## config.mk

```make
export PLATFORM = sky130hd
export DESIGN_NAME = sensor_frame_deframer_top_flat
export DESIGN_NICKNAME = d
export VERILOG_FILES = /design/src/rtl/sfd_pkg.sv /design/src/rtl/sfd_if.sv /design/src/rtl/sensor_frame_deframer_top.sv /design/src/rtl/sfd_parser.sv /design/src/rtl/sfd_accum.sv /design/src/flat_wrapper.sv
export SDC_FILE = /design/constraint.sdc
export NUM_CORES = 2
export LEC_CHECK = 0
export BUFFER_PORTS_ARGS = -buffer_cell sky130_fd_sc_hd__buf_2
export CAP_MARGIN = 20
export CORE_MARGIN = 2
export CORE_UTILIZATION = 45
export DETAILED_ROUTE_END_ITERATION = 12
export PLACE_DENSITY = 0.59
export SLEW_MARGIN = 20
export SYNTH_ARGS = -nofsm -noshare
export SYNTH_HDL_FRONTEND = slang
export SYNTH_SLANG_ARGS = --single-unit
```

## constraint.sdc

```tcl
create_clock -name clk -period 13.2 [get_ports clk]
set_input_delay 2.64 -clock clk [delete_from_list [all_inputs] [get_ports clk]]
set_output_delay 2.64 -clock clk [all_outputs]
set_load 0.1 [all_outputs]
```

## src/rtl/sfd_pkg.sv

```systemverilog
// ----------------------------------------------------------------------------
// sfd_pkg
// shared constants and types of the sensor frame deframer
// ----------------------------------------------------------------------------
package sfd_pkg;

  localparam logic [7:0] HDR_SYNC0   = 8'hA5;
  localparam logic [7:0] HDR_SYNC1   = 8'h5A;
  localparam int         MAX_PAYLOAD = 100;
  localparam int         STORE_DEPTH = 30;

  localparam int         LIMIT_W     = 31;
  localparam logic [LIMIT_W-1:0] LIMIT_RESET = 31'd220;

  localparam int         COUNT_W     = 32;
  localparam int         SUM_W       = 48;

  // payload byte offsets of the fields
  localparam int OFS_LEFT    = 0;
  localparam int OFS_RIGHT   = 4;
  localparam int OFS_BATTERY = 8;
  localparam int OFS_ACCEL_X = 12;
  localparam int OFS_ACCEL_Y = 14;
  localparam int OFS_ACCEL_Z = 16;
  localparam int OFS_GYRO_Z  = 22;
  localparam int OFS_MAG_X   = 24;
  localparam int OFS_MAG_Y   = 26;

  // raw fields of one completed frame
  typedef struct packed {
    logic [COUNT_W-1:0] left_raw;
    logic [COUNT_W-1:0] right_raw;
    logic [31:0]        battery_word;
    logic [15:0]        accel_x;
    logic [15:0]        accel_y;
    logic [15:0]        accel_z;
    logic [15:0]        gyro_z;
    logic [15:0]        mag_x;
    logic [15:0]        mag_y;
  } frame_t;

  // one result transaction
  typedef struct packed {
    logic signed [COUNT_W-1:0] left_count;
    logic signed [COUNT_W-1:0] right_count;
    logic [31:0]               battery_word;
    logic signed [15:0]        accel_x;
    logic signed [15:0]        accel_y;
    logic signed [15:0]        accel_z;
    logic signed [15:0]        gyro_z;
    logic signed [15:0]        mag_x;
    logic signed [15:0]        mag_y;
    logic signed [SUM_W-1:0]   left_total;
    logic signed [SUM_W-1:0]   right_total;
  } result_t;

endpackage

```

## src/rtl/sfd_if.sv

```systemverilog
// ----------------------------------------------------------------------------
// sfd_if
// valid/ready channels of the sensor frame deframer
// ----------------------------------------------------------------------------
interface sfd_byte_if;
  logic       valid;
  logic       ready;
  logic [7:0] rx_byte;

  modport source (output valid, output rx_byte, input ready);
  modport sink   (input valid, input rx_byte, output ready);
endinterface

interface sfd_result_if;
  logic               valid;
  logic               ready;
  logic signed [31:0] left_count;
  logic signed [31:0] right_count;
  logic [31:0]        battery_word;
  logic signed [15:0] accel_x;
  logic signed [15:0] accel_y;
  logic signed [15:0] accel_z;
  logic signed [15:0] gyro_z;
  logic signed [15:0] mag_x;
  logic signed [15:0] mag_y;
  logic signed [47:0] left_total;
  logic signed [47:0] right_total;

  modport source (output valid, output left_count, output right_count,
                  output battery_word, output accel_x, output accel_y,
                  output accel_z, output gyro_z, output mag_x, output mag_y,
                  output left_total, output right_total, input ready);
  modport sink   (input valid, input left_count, input right_count,
                  input battery_word, input accel_x, input accel_y,
                  input accel_z, input gyro_z, input mag_x, input mag_y,
                  input left_total, input right_total, output ready);
endinterface

```

## src/rtl/sensor_frame_deframer_top.sv

```systemverilog
// ----------------------------------------------------------------------------
// sensor_frame_deframer_top
// byte stream deframer for sync-header, length-prefixed sensor frames
// ----------------------------------------------------------------------------
// throughput: one byte transaction per cycle; while a result waits, bytes
//   keep flowing until the next frame closes and fills the frame register
// order: the last payload byte fills the frame register, then the result
//   register, which loads once the receiver has taken the previous result
// reset: rst is synchronous; it clears history, frame state, totals and
//   the valid flags, and sets encoder_limit to 220
// ----------------------------------------------------------------------------
module sensor_frame_deframer_top import sfd_pkg::*; (
  input  logic               clk,
  input  logic               rst,
  sfd_byte_if.sink           in_ch,
  sfd_result_if.source       out_ch,
  input  logic               cfg_we,
  input  logic [LIMIT_W-1:0] cfg_data
);

  // encoder limit register; the user must write it only while the block is idle, the block does not enforce this
  logic [LIMIT_W-1:0] encoder_limit;

  // hand-off between the parser frame register and the result stage
  logic    frame_valid;
  frame_t  frame;
  logic    take;
  logic    accept;
  result_t result;

  always_ff @(posedge clk) begin
    if (rst) begin
      encoder_limit <= LIMIT_RESET;
    end else if (cfg_we) begin
      encoder_limit <= cfg_data;
    end
  end

  // a byte can enter whenever the frame register is empty or drains this
  // cycle; only bytes that close a frame ever fill it
  assign in_ch.ready = !frame_valid || take;
  assign accept      = in_ch.valid && in_ch.ready;

  // stage 1: header search, payload capture, field unpacking
  sfd_parser u_parser (
    .clk         (clk),
    .rst         (rst),
    .accept      (accept),
    .rx_byte     (in_ch.rx_byte),
    .take        (take),
    .frame_valid (frame_valid),
    .frame       (frame)
  );

  // stage 2: limit check, saturating totals, result register
  sfd_accum u_accum (
    .clk         (clk),
    .rst         (rst),
    .limit       (encoder_limit),
    .frame_valid (frame_valid),
    .frame       (frame),
    .out_ready   (out_ch.ready),
    .take        (take),
    .out_valid   (out_ch.valid),
    .result      (result)
  );

  // result transaction fields
  assign out_ch.left_count   = result.left_count;
  assign out_ch.right_count  = result.right_count;
  assign out_ch.battery_word = result.battery_word;
  assign out_ch.accel_x      = result.accel_x;
  assign out_ch.accel_y      = result.accel_y;
  assign out_ch.accel_z      = result.accel_z;
  assign out_ch.gyro_z       = result.gyro_z;
  assign out_ch.mag_x        = result.mag_x;
  assign out_ch.mag_y        = result.mag_y;
  assign out_ch.left_total   = result.left_total;
  assign out_ch.right_total  = result.right_total;

endmodule

```

## src/rtl/sfd_parser.sv

```systemverilog
// ----------------------------------------------------------------------------
// sfd_parser
// header search, payload capture and field unpacking, one byte per cycle while accept is high
// ----------------------------------------------------------------------------
module sfd_parser import sfd_pkg::*; (
  input  logic       clk,
  input  logic       rst,
  input  logic       accept,
  input  logic [7:0] rx_byte,
  input  logic       take,
  output logic       frame_valid,
  output frame_t     frame
);

  logic [7:0] hist [3];
  logic       in_frame;
  logic [7:0] frame_length;
  logic [7:0] byte_count;
  logic [7:0] store [STORE_DEPTH];

  logic [7:0] hist_next [3];
  logic       in_frame_next;
  logic [7:0] frame_length_next;
  logic [7:0] byte_count_next;
  logic [7:0] store_next [STORE_DEPTH];
  logic [7:0] store_wr [STORE_DEPTH];

  logic       hdr;
  logic       act_frame;
  logic [7:0] act_len;
  logic [7:0] act_cnt;
  logic [7:0] cnt_inc;
  logic       done;
  frame_t     frame_next;

  // hist[2] is oldest, hist[0] the newest byte
  assign hdr = (hist[2] == HDR_SYNC0) && (hist[1] == HDR_SYNC1) &&
               (hist[0] != 8'd0) && (hist[0] <= 8'(MAX_PAYLOAD));

  assign act_frame = hdr || in_frame;
  assign act_len   = hdr ? hist[0] : frame_length;
  assign act_cnt   = hdr ? 8'd0 : byte_count;
  assign cnt_inc   = act_cnt + 8'd1;
  assign done      = act_frame && (cnt_inc == act_len);

  always_comb begin
    for (int i = 0; i < STORE_DEPTH; i++) begin
      store_wr[i] = hdr ? 8'd0 : store[i];
      if (act_frame && (act_cnt == 8'(i))) begin
        store_wr[i] = rx_byte;
      end
    end
  end

  always_comb begin
    frame_next.left_raw     = {store_wr[OFS_LEFT+3], store_wr[OFS_LEFT+2],
                               store_wr[OFS_LEFT+1], store_wr[OFS_LEFT]};
    frame_next.right_raw    = {store_wr[OFS_RIGHT+3], store_wr[OFS_RIGHT+2],
                               store_wr[OFS_RIGHT+1], store_wr[OFS_RIGHT]};
    frame_next.battery_word = {store_wr[OFS_BATTERY+3], store_wr[OFS_BATTERY+2],
                               store_wr[OFS_BATTERY+1], store_wr[OFS_BATTERY]};
    frame_next.accel_x      = {store_wr[OFS_ACCEL_X+1], store_wr[OFS_ACCEL_X]};
    frame_next.accel_y      = {store_wr[OFS_ACCEL_Y+1], store_wr[OFS_ACCEL_Y]};
    frame_next.accel_z      = {store_wr[OFS_ACCEL_Z+1], store_wr[OFS_ACCEL_Z]};
    frame_next.gyro_z       = {store_wr[OFS_GYRO_Z+1], store_wr[OFS_GYRO_Z]};
    frame_next.mag_x        = {store_wr[OFS_MAG_X+1], store_wr[OFS_MAG_X]};
    frame_next.mag_y        = {store_wr[OFS_MAG_Y+1], store_wr[OFS_MAG_Y]};
  end

  always_comb begin
    if (done) begin
      // frame end clears everything, the closing byte stays out of the history
      in_frame_next     = 1'b0;
      frame_length_next = 8'd0;
      byte_count_next   = 8'd0;
      for (int i = 0; i < 3; i++) begin
        hist_next[i] = 8'd0;
      end
      for (int i = 0; i < STORE_DEPTH; i++) begin
        store_next[i] = 8'd0;
      end
    end else begin
      in_frame_next     = act_frame;
      frame_length_next = act_len;
      byte_count_next   = act_frame ? cnt_inc : byte_count;
      hist_next[2]      = hist[1];
      hist_next[1]      = hist[0];
      hist_next[0]      = rx_byte;
      for (int i = 0; i < STORE_DEPTH; i++) begin
        store_next[i] = store_wr[i];
      end
    end
  end

  always_ff @(posedge clk) begin
    if (rst) begin
      in_frame     <= 1'b0;
      frame_length <= 8'd0;
      byte_count   <= 8'd0;
      for (int i = 0; i < 3; i++) begin
        hist[i] <= 8'd0;
      end
      for (int i = 0; i < STORE_DEPTH; i++) begin
        store[i] <= 8'd0;
      end
    end else if (accept) begin
      in_frame     <= in_frame_next;
      frame_length <= frame_length_next;
      byte_count   <= byte_count_next;
      hist         <= hist_next;
      store        <= store_next;
    end
  end

  always_ff @(posedge clk) begin
    if (rst) begin
      frame_valid <= 1'b0;
    end else if (accept && done) begin
      frame_valid <= 1'b1;
    end else if (take) begin
      frame_valid <= 1'b0;
    end
  end

  always_ff @(posedge clk) begin
    if (accept && done) begin
      frame <= frame_next;
    end
  end

  a_end_clears: assert property (@(posedge clk) disable iff (rst)
    accept && done |=> !in_frame && (byte_count == 8'd0) && (hist[0] == 8'd0))
    else $error("frame end did not clear parser state");

  a_count_in_range: assert property (@(posedge clk) disable iff (rst)
    in_frame |-> (byte_count < frame_length) && (frame_length != 8'd0))
    else $error("byte count ran past frame length");

  a_frame_hold: assert property (@(posedge clk) disable iff (rst)
    frame_valid && !take |=> frame_valid && $stable(frame))
    else $error("pending frame lost before hand-off");

endmodule

```

## src/rtl/sfd_accum.sv

```systemverilog
// ----------------------------------------------------------------------------
// sfd_accum
// encoder limit check, saturating running totals and result register
// ----------------------------------------------------------------------------
module sfd_accum import sfd_pkg::*; (
  input  logic               clk,
  input  logic               rst,
  input  logic [LIMIT_W-1:0] limit,
  input  logic               frame_valid,
  input  frame_t             frame,
  input  logic               out_ready,
  output logic               take,
  output logic               out_valid,
  output result_t            result
);

  logic signed [SUM_W-1:0]   left_sum;
  logic signed [SUM_W-1:0]   right_sum;
  logic signed [SUM_W-1:0]   left_sum_next;
  logic signed [SUM_W-1:0]   right_sum_next;
  logic signed [COUNT_W-1:0] left_cnt;
  logic signed [COUNT_W-1:0] right_cnt;
  result_t                   result_next;

  function automatic logic signed [COUNT_W-1:0] clip_count(
    input logic [COUNT_W-1:0] raw,
    input logic [LIMIT_W-1:0] lim
  );
    logic signed [COUNT_W:0] c;
    logic signed [COUNT_W:0] hi;
    logic signed [COUNT_W:0] lo;
    c  = $signed({raw[COUNT_W-1], raw});
    hi = $signed({2'b00, lim});
    lo = -hi;
    clip_count = ((c > hi) || (c < lo)) ? '0 : $signed(raw);
  endfunction

  function automatic logic signed [SUM_W-1:0] sat_add(
    input logic signed [SUM_W-1:0]   acc,
    input logic signed [COUNT_W-1:0] cnt
  );
    logic signed [SUM_W:0] s;
    s = $signed({acc[SUM_W-1], acc}) +
        $signed({{(SUM_W+1-COUNT_W){cnt[COUNT_W-1]}}, cnt});
    if (s[SUM_W] != s[SUM_W-1]) begin
      sat_add = s[SUM_W] ? {1'b1, {(SUM_W-1){1'b0}}} : {1'b0, {(SUM_W-1){1'b1}}};
    end else begin
      sat_add = s[SUM_W-1:0];
    end
  endfunction

  assign take = frame_valid && (!out_valid || out_ready);

  assign left_cnt       = clip_count(frame.left_raw, limit);
  assign right_cnt      = clip_count(frame.right_raw, limit);
  assign left_sum_next  = sat_add(left_sum, left_cnt);
  assign right_sum_next = sat_add(right_sum, right_cnt);

  always_comb begin
    result_next.left_count   = left_cnt;
    result_next.right_count  = right_cnt;
    result_next.battery_word = frame.battery_word;
    result_next.accel_x      = $signed(frame.accel_x);
    result_next.accel_y      = $signed(frame.accel_y);
    result_next.accel_z      = $signed(frame.accel_z);
    result_next.gyro_z       = $signed(frame.gyro_z);
    result_next.mag_x        = $signed(frame.mag_x);
    result_next.mag_y        = $signed(frame.mag_y);
    result_next.left_total   = left_sum_next;
    result_next.right_total  = right_sum_next;
  end

  always_ff @(posedge clk) begin
    if (rst) begin
      out_valid <= 1'b0;
      left_sum  <= '0;
      right_sum <= '0;
    end else if (take) begin
      out_valid <= 1'b1;
      left_sum  <= left_sum_next;
      right_sum <= right_sum_next;
    end else if (out_ready) begin
      out_valid <= 1'b0;
    end
  end

  always_ff @(posedge clk) begin
    if (take) begin
      result <= result_next;
    end
  end

  a_take_shows: assert property (@(posedge clk) disable iff (rst)
    take |=> out_valid && (result.left_total == left_sum) &&
             (result.right_total == right_sum))
    else $error("result totals differ from running sums");

  a_left_within_limit: assert property (@(posedge clk) disable iff (rst)
    take |=> ($signed({result.left_count[COUNT_W-1], result.left_count}) <=
              $signed({2'b00, $past(limit)})) &&
             ($signed({result.left_count[COUNT_W-1], result.left_count}) >=
              -$signed({2'b00, $past(limit)})))
    else $error("left count escaped the limit check");

  a_no_take_on_stall: assert property (@(posedge clk) disable iff (rst)
    out_valid && !out_ready |-> !take)
    else $error("result overwritten while stalled");

endmodule

```

## src/flat_wrapper.sv

```systemverilog
// flat-port wrapper written by rule: the top's interface ports become plain ports
module sensor_frame_deframer_top_flat import sfd_pkg::*;
  (clk, rst, cfg_we, cfg_data, in_ch_valid, in_ch_rx_byte, in_ch_ready, out_ch_valid, out_ch_left_count, out_ch_right_count, out_ch_battery_word, out_ch_accel_x, out_ch_accel_y, out_ch_accel_z, out_ch_gyro_z, out_ch_mag_x, out_ch_mag_y, out_ch_left_total, out_ch_right_total, out_ch_ready);
  sfd_byte_if in_ch_i ();
  sfd_result_if out_ch_i ();
  input  logic clk;
  input  logic rst;
  input  logic cfg_we;
  input  logic [LIMIT_W-1:0] cfg_data;
  input wire logic [$bits(in_ch_i.valid)-1:0] in_ch_valid;
  input wire logic [$bits(in_ch_i.rx_byte)-1:0] in_ch_rx_byte;
  output wire logic [$bits(in_ch_i.ready)-1:0] in_ch_ready;
  output wire logic [$bits(out_ch_i.valid)-1:0] out_ch_valid;
  output wire logic [$bits(out_ch_i.left_count)-1:0] out_ch_left_count;
  output wire logic [$bits(out_ch_i.right_count)-1:0] out_ch_right_count;
  output wire logic [$bits(out_ch_i.battery_word)-1:0] out_ch_battery_word;
  output wire logic [$bits(out_ch_i.accel_x)-1:0] out_ch_accel_x;
  output wire logic [$bits(out_ch_i.accel_y)-1:0] out_ch_accel_y;
  output wire logic [$bits(out_ch_i.accel_z)-1:0] out_ch_accel_z;
  output wire logic [$bits(out_ch_i.gyro_z)-1:0] out_ch_gyro_z;
  output wire logic [$bits(out_ch_i.mag_x)-1:0] out_ch_mag_x;
  output wire logic [$bits(out_ch_i.mag_y)-1:0] out_ch_mag_y;
  output wire logic [$bits(out_ch_i.left_total)-1:0] out_ch_left_total;
  output wire logic [$bits(out_ch_i.right_total)-1:0] out_ch_right_total;
  input wire logic [$bits(out_ch_i.ready)-1:0] out_ch_ready;
  assign in_ch_i.valid = in_ch_valid;
  assign in_ch_i.rx_byte = in_ch_rx_byte;
  assign in_ch_ready = in_ch_i.ready;
  assign out_ch_valid = out_ch_i.valid;
  assign out_ch_left_count = out_ch_i.left_count;
  assign out_ch_right_count = out_ch_i.right_count;
  assign out_ch_battery_word = out_ch_i.battery_word;
  assign out_ch_accel_x = out_ch_i.accel_x;
  assign out_ch_accel_y = out_ch_i.accel_y;
  assign out_ch_accel_z = out_ch_i.accel_z;
  assign out_ch_gyro_z = out_ch_i.gyro_z;
  assign out_ch_mag_x = out_ch_i.mag_x;
  assign out_ch_mag_y = out_ch_i.mag_y;
  assign out_ch_left_total = out_ch_i.left_total;
  assign out_ch_right_total = out_ch_i.right_total;
  assign out_ch_i.ready = out_ch_ready;
  sensor_frame_deframer_top u_core (.clk(clk), .rst(rst), .in_ch(in_ch_i), .out_ch(out_ch_i), .cfg_we(cfg_we), .cfg_data(cfg_data));
endmodule
```

After elaboration in Yosys (flattened, before gate mapping). Cells that the tools add are included.

Register bits: 842. Output and inout port bits: 290. Input bits: 44.

Equal/unequal tests: 34. Order comparisons: 5. Multiplexer cells: 73. Add/subtract/negate cells: 4. Reductions and logical operators: 50.

Operators by type and width (number): $mux 8 (60); $mux 240 (1); $mux 48 (4); $eq 8x5->1 const B (14); $add 48x32->49 (2); $lt 32x33->1 (2); $eq 8x4->1 const B (8); $gt 32x32->1 (2); $mux 32 (2); $logic_and 1x1->1 (37); $neg 31->33 (1); $eq 8x3->1 const B (4); $mux 24 (1); $eq 8x2->1 const B (2); $add 8x1->8 const B (1); $eq 8x1->1 const B (1); $eq 8x7->1 const B (1); $eq 8x8->1 (1); $eq 8x8->1 const B (1); $le 8x7->1 const B (1); $logic_not 8->1 (1); $reduce_bool 8->1 (1); $reduce_bool 2->1 (3); $logic_or 1x1->1 (5); other kinds (4) (10).

Longest topological paths before layout.
Depth in word-level cells: 10. Gate-level depth with buffers: 34. Mapped depth without buffers: 32.

By module. A second synthesis with hierarchy kept.

Cells, all modules: 3677. Area total of the unflattened synthesis: 40003.4 um2.

Modules (own cells, without submodules): sfd_accum (area each 22399.0 um2, cells each 2192, sequential area each 10590.2 um2, instances 1); sfd_parser (area each 16454.5 um2, cells each 1383, sequential area each 10450.0 um2, instances 1); sensor_frame_deframer_top (area each 1149.9 um2, cells each 102, sequential area each 620.6 um2, instances 1).

Least setup slack after synthesis. OpenSTA, ideal clock, no wires.

Path kind: input port to flip-flop. Start point: in out_ch_ready. End point: reg u_core.u_accum.right_sum[28]. Stages on the path: 6. Buffers on the path: 2. Setup slack: 1.199 ns. Required time: 12.668 ns. Arrival time: 11.469 ns. Cells stage by stage: nand2b_1 -> nand2_1 -> inv_2 -> clkbuf_1 -> buf_1 -> a211oi_1.

Word-level cells in the longest chain between the ends: 2.

Ends and longest elaborated chain: from (decl) (RTL line flat_wrapper.sv:25) `input wire logic [$bits(out_ch_i.ready)-1:0] out_ch_ready;`; $logic_or 1x1->1 (RTL line sfd_accum.sv:52) `assign take = frame_valid && (!out_valid || out_ready);`; $logic_and 1x1->1 (RTL line sfd_accum.sv:52); named net u_core.take (RTL line sensor_frame_deframer_top.sv:27) `logic take;`; to (signal assigned) (RTL line sfd_accum.sv:81) `right_sum <= right_sum_next;`; to (decl) (RTL line sfd_accum.sv:18) `logic signed [SUM_W-1:0] right_sum;`.

The timed path passes the listed nets, and every way through them passes these cells. A chain may end at the register's enable or synchronous reset.

Final worst setup path.
Start point: reg u_core.encoder_limit[0]. End point: reg u_core.u_accum.right_sum[40].

Word-level cells in the longest chain between the ends: 7. Elaborated cells on any way between the ends: 9.

Ends and longest elaborated chain: from (decl) (RTL line sensor_frame_deframer_top.sv:22) `logic [LIMIT_W-1:0] encoder_limit;`; from (signal assigned) (RTL line sensor_frame_deframer_top.sv:35) `encoder_limit <= cfg_data;`; $neg 31->33 (RTL line sfd_accum.sv:34) `lo = -hi;`; $lt 32x33->1 (RTL line sfd_accum.sv:35) `clip_count = ((c > hi) || (c < lo)) ? '0 : $signed(raw);`; $logic_or 1x1->1 * (RTL line sfd_accum.sv:35); $mux 32 * (RTL line sfd_accum.sv:35); named net u_core.u_accum.right_cnt[31] (RTL line sfd_accum.sv:22) `logic signed [COUNT_W-1:0] right_cnt;`; $add 48x32->49 * (RTL line sfd_accum.sv:43) `s = $signed({acc[SUM_W-1], acc}) +`; $mux 48 / $ne 1x1->1 (equally long branches) (RTL line sfd_accum.sv:46, sfd_accum.sv:45); $mux 48 * (RTL line sfd_accum.sv:45) `if (s[SUM_W] != s[SUM_W-1]) begin`; named net u_core.u_accum.right_sum_next[40] (RTL line sfd_accum.sv:20) `logic signed [SUM_W-1:0] right_sum_next;`.

The timed path passes the listed nets; every way through them passes the cells marked *.

==> results.yml <==
drt:
  drt_iter0_markers: 2419
  drc: 0
  vias: 30900
  routed_via_density: 5.47
  wire_per_inst_um: 20.2
  drtPass1Iterations: 5
  routed_wl_mm: 114
  drtAntennaViolNets: 0
synth:
  ys_types: 81
  netlist_area_um2: 40500
  synth_commonest_cells: "nand2_1 (871), edfxtp_1 (480), nor2_1 (382)"
  synth_seq_cells: 842
  yosysMostFrequentCell: "nand2_1"
  synth-simple-area-share_pct: 18.3
  synthCells: 4191
  syn_area_per_cell_um2: 9.67
  synthAdderAreaFrac_pct: 7.18
  synth_top_area_share_pct: 35.6
  synth_compound_area_share_pct: 13.4
  yosysTopAreaCell: "edfxtp_1"
  synthArstFlopShare_pct: 0
  synthFlopType: "edfxtp_1"
  synthMuxAreaShare_pct: 1.51
  synth-xor-area-share_pct: 2.72
  syn_nets: 4460
  synth_edf_count: 480
  synth_top_family_by_area: "simple AND/OR/NAND/NOR gates"
  yosysWarnings: 0
  synth.area.top_cells: "edfxtp_1 (36%), dfxtp_1 (18%), nand2_1 (8.1%), ha_1 (6.9%), a21oi_1 (4.1%)"
  ys_seq_area_share_pct: 53.4
worst_hold_path:
  holdCritPathClass: "register to register"
  hold_depth: 0
critical_path:
  cp_slowest_cell: "a211oi_2"
  worstSetupEndpointType: "register"
  path_max_fanout: 24
  arrival_ns: 10.28
  critical_path.startpoint_type: "register"
  max_stage_delay_ns: 0.80
  critPathRequiredTime_ns: 13.79
  path_class: "register to register"
  ff2ff_path_depth: 33
power:
  power.share.combinational_pct: 3.9
  p_leak_nw: 17.4
  swShare_pct: 22.3
  power_w: 0.00570
  netSwitchingPower_w: 0.00127
  seqPwrFrac_pct: 48.9
  power.density_nw_per_um2: 124
  vdd_drop_max_mv: 0.0923
  clkPwrFrac_pct: 47.2
  intPower_w: 0.00443
die:
  die_y_um: 304
  core_area_um2: 89600
  die_area_um2: 92500
  rows: 110
  ios: 334
  die_w_um: 304
  start_util_pct: 45.2
place:
  io_buffers: 333
  routabilityCongestion: 0.923
  dpl.hpwl_mm: 75.5
sta:
  fin_skew_ns: 0.0264
  fmax_mhz: 103
  rsz0062_at_grt: "false"
  maxSlewViolCount: 0
  setup_viol: 0
  finalCritPeriodShare_pct: 73.4
  tightest_slew_ns: 1.06
  relSlewSlack_pct: 29.2
  hold_viol: 0
  fin_crit_ns: 9.69
  tns_ns: 0
flow_run:
  cap_violations: 0
cells_and_area:
  diodes: 0
  multi_input_area_um2: 17600
  fillers: 8119
  layout.nets: 4652
  drive_above_1_share_pct: 12.7
  syn2layout_area_growth_pct: 13.7
  ff_latch_area_um2: 21700
run_status:
  status: "completed"
clocking:
  clock_path_buffers: 3
  path_clk_slew_ns: 0.07
  cts.htree.levels: 3
  clkLatencyLatePin_ns: 0.68
  post_cts_buffers: 0
  cts_resized: 0
  tritoncts: "done"
  clkSinkCount: 842
  ctsHoldBuffers: 0
  numCtsBuffers: 92
  cts_root_buffer: "clkbuf_16"
grt:
  antenna_found_initial: 0
  grt_pass1_vias: 29400
  grt_pass1_wl_mm: 175
  track_usage_pct: 24.1
  grt_max_degree: 201
  overflow: 0
registers in the layout (all words and copies together) (netlist names):
register and cells:
u_core.u_parser.hist 24, u_core.u_parser.frame_length 8, u_core.encoder_limit 31, u_core.u_accum.left_sum 48, u_core.u_parser.frame_valid 1, u_core.u_accum.result 288
u_core.u_parser.frame 192, u_core.u_accum.right_sum 48, u_core.u_parser.byte_count 8, u_core.u_accum.out_valid 1, u_core.u_parser.store 192, u_core.u_parser.in_frame 1
through the flow:
step,util [%],std cells,cell area (um^2),hold WS (ns),worst slack [ns]
after CTS,51.4,5638,46100,0.414,3.54
after global routing,51.4,5638,46100,0.423,2.62
after floorplan,-,4191,40500,0.400,1.20
after global placement,47.9,5465,42900,0.401,3.79
after detailed placement,47.9,5465,42900,0.405,3.57
final,51.4,5638,46100,0.413,3.51
power groups by stage:
stage / clock network (W) / logic (W) / registers [W]
CTS: 0.00275 / 0.000222 / 0.00279
floorplan: 0 / 0.000155 / 0.00284
global route: 0.00286 / 0.000247 / 0.00279
detailed placement: 0 / 0.000221 / 0.00284
finish: 0.00269 / 0.000221 / 0.00279
global placement: 0 / 0.000219 / 0.00284
cell families (layout without fill, tap and decap cells):
logic type               after synthesis  in the layout
AO/OA/AOI/OAI                        916            916
XOR/XNOR                             126            126
adder cells (fa/ha/maj)              233            233
buffers and inverters                342            613
flip-flops                           842            842
multiplexers                          61             61
AND/OR/NAND/NOR                     1671           1671
per-layer routing:
metal  global-route usage [%]  up-vias  wire [um]
met5                        0        -          0
met4                     8.18        0       3740
met3                     3.27      204       5360
met2                     40.2      846      54300
met1                     32.4    14600      50400
li1                         -    15200          -
worst max-delay path: cells and delay by family, from the launching register on:
family | cells | cell delay (ns)
simple gates | 14 | 3.61
compound gates | 10 | 2.66
buf+inv | 4 | 1.20
fa+ha+maj | 3 | 0.85
mux | 1 | 0.65
flops | 1 | 0.37
xor+xnor | 1 | 0.25
final cells by class:
type / instances / share of cell area, %
Tap cell: 1176 / 3.19
Multi-Input combinational cell: 3007 / 38.1
Inverter: 80 / 0.668
Sequential cell: 842 / 47.0
Clock buffer: 129 / 5.65
Clock inverter: 44 / 1.29
Timing Repair Buffer: 360 / 4.11
cell usage in the layout (no fill, tap or decap), drive strengths merged, types with 10 or more instances in the layout:
cell,instances
nand2,872
a31oi,11
o21ai,283
ha,223
nor3b,33
a21o,66
buf,360
o21bai,19
nand2b,20
xor2,38
nor4,22
nand4,51
and2,58
nand3,26
edfxtp,480
clkbuf,129
dfxtp,362
a211oi,66
a21oi,331
inv,83
clkinv,28
mux2i,60
o31ai,10
o21a,23
bufinv,10
and3,19
nor3,128
nor2b,25
xnor2,88
nor2,382
o211ai,30
worst paths after layout:
kind | end | from | slack [ns]
max | u_core.u_accum.right_sum[40] | u_core.encoder_limit[0] | 3.51
min | u_core.u_accum.result[131] | u_core.u_parser.frame[35] | 0.41
max reg2reg | u_core.u_accum.right_sum[40] | u_core.encoder_limit[0] | 3.51
min reg2reg | u_core.u_accum.result[131] | u_core.u_parser.frame[35] | 0.41
Power figures use the tool's default switching activity.
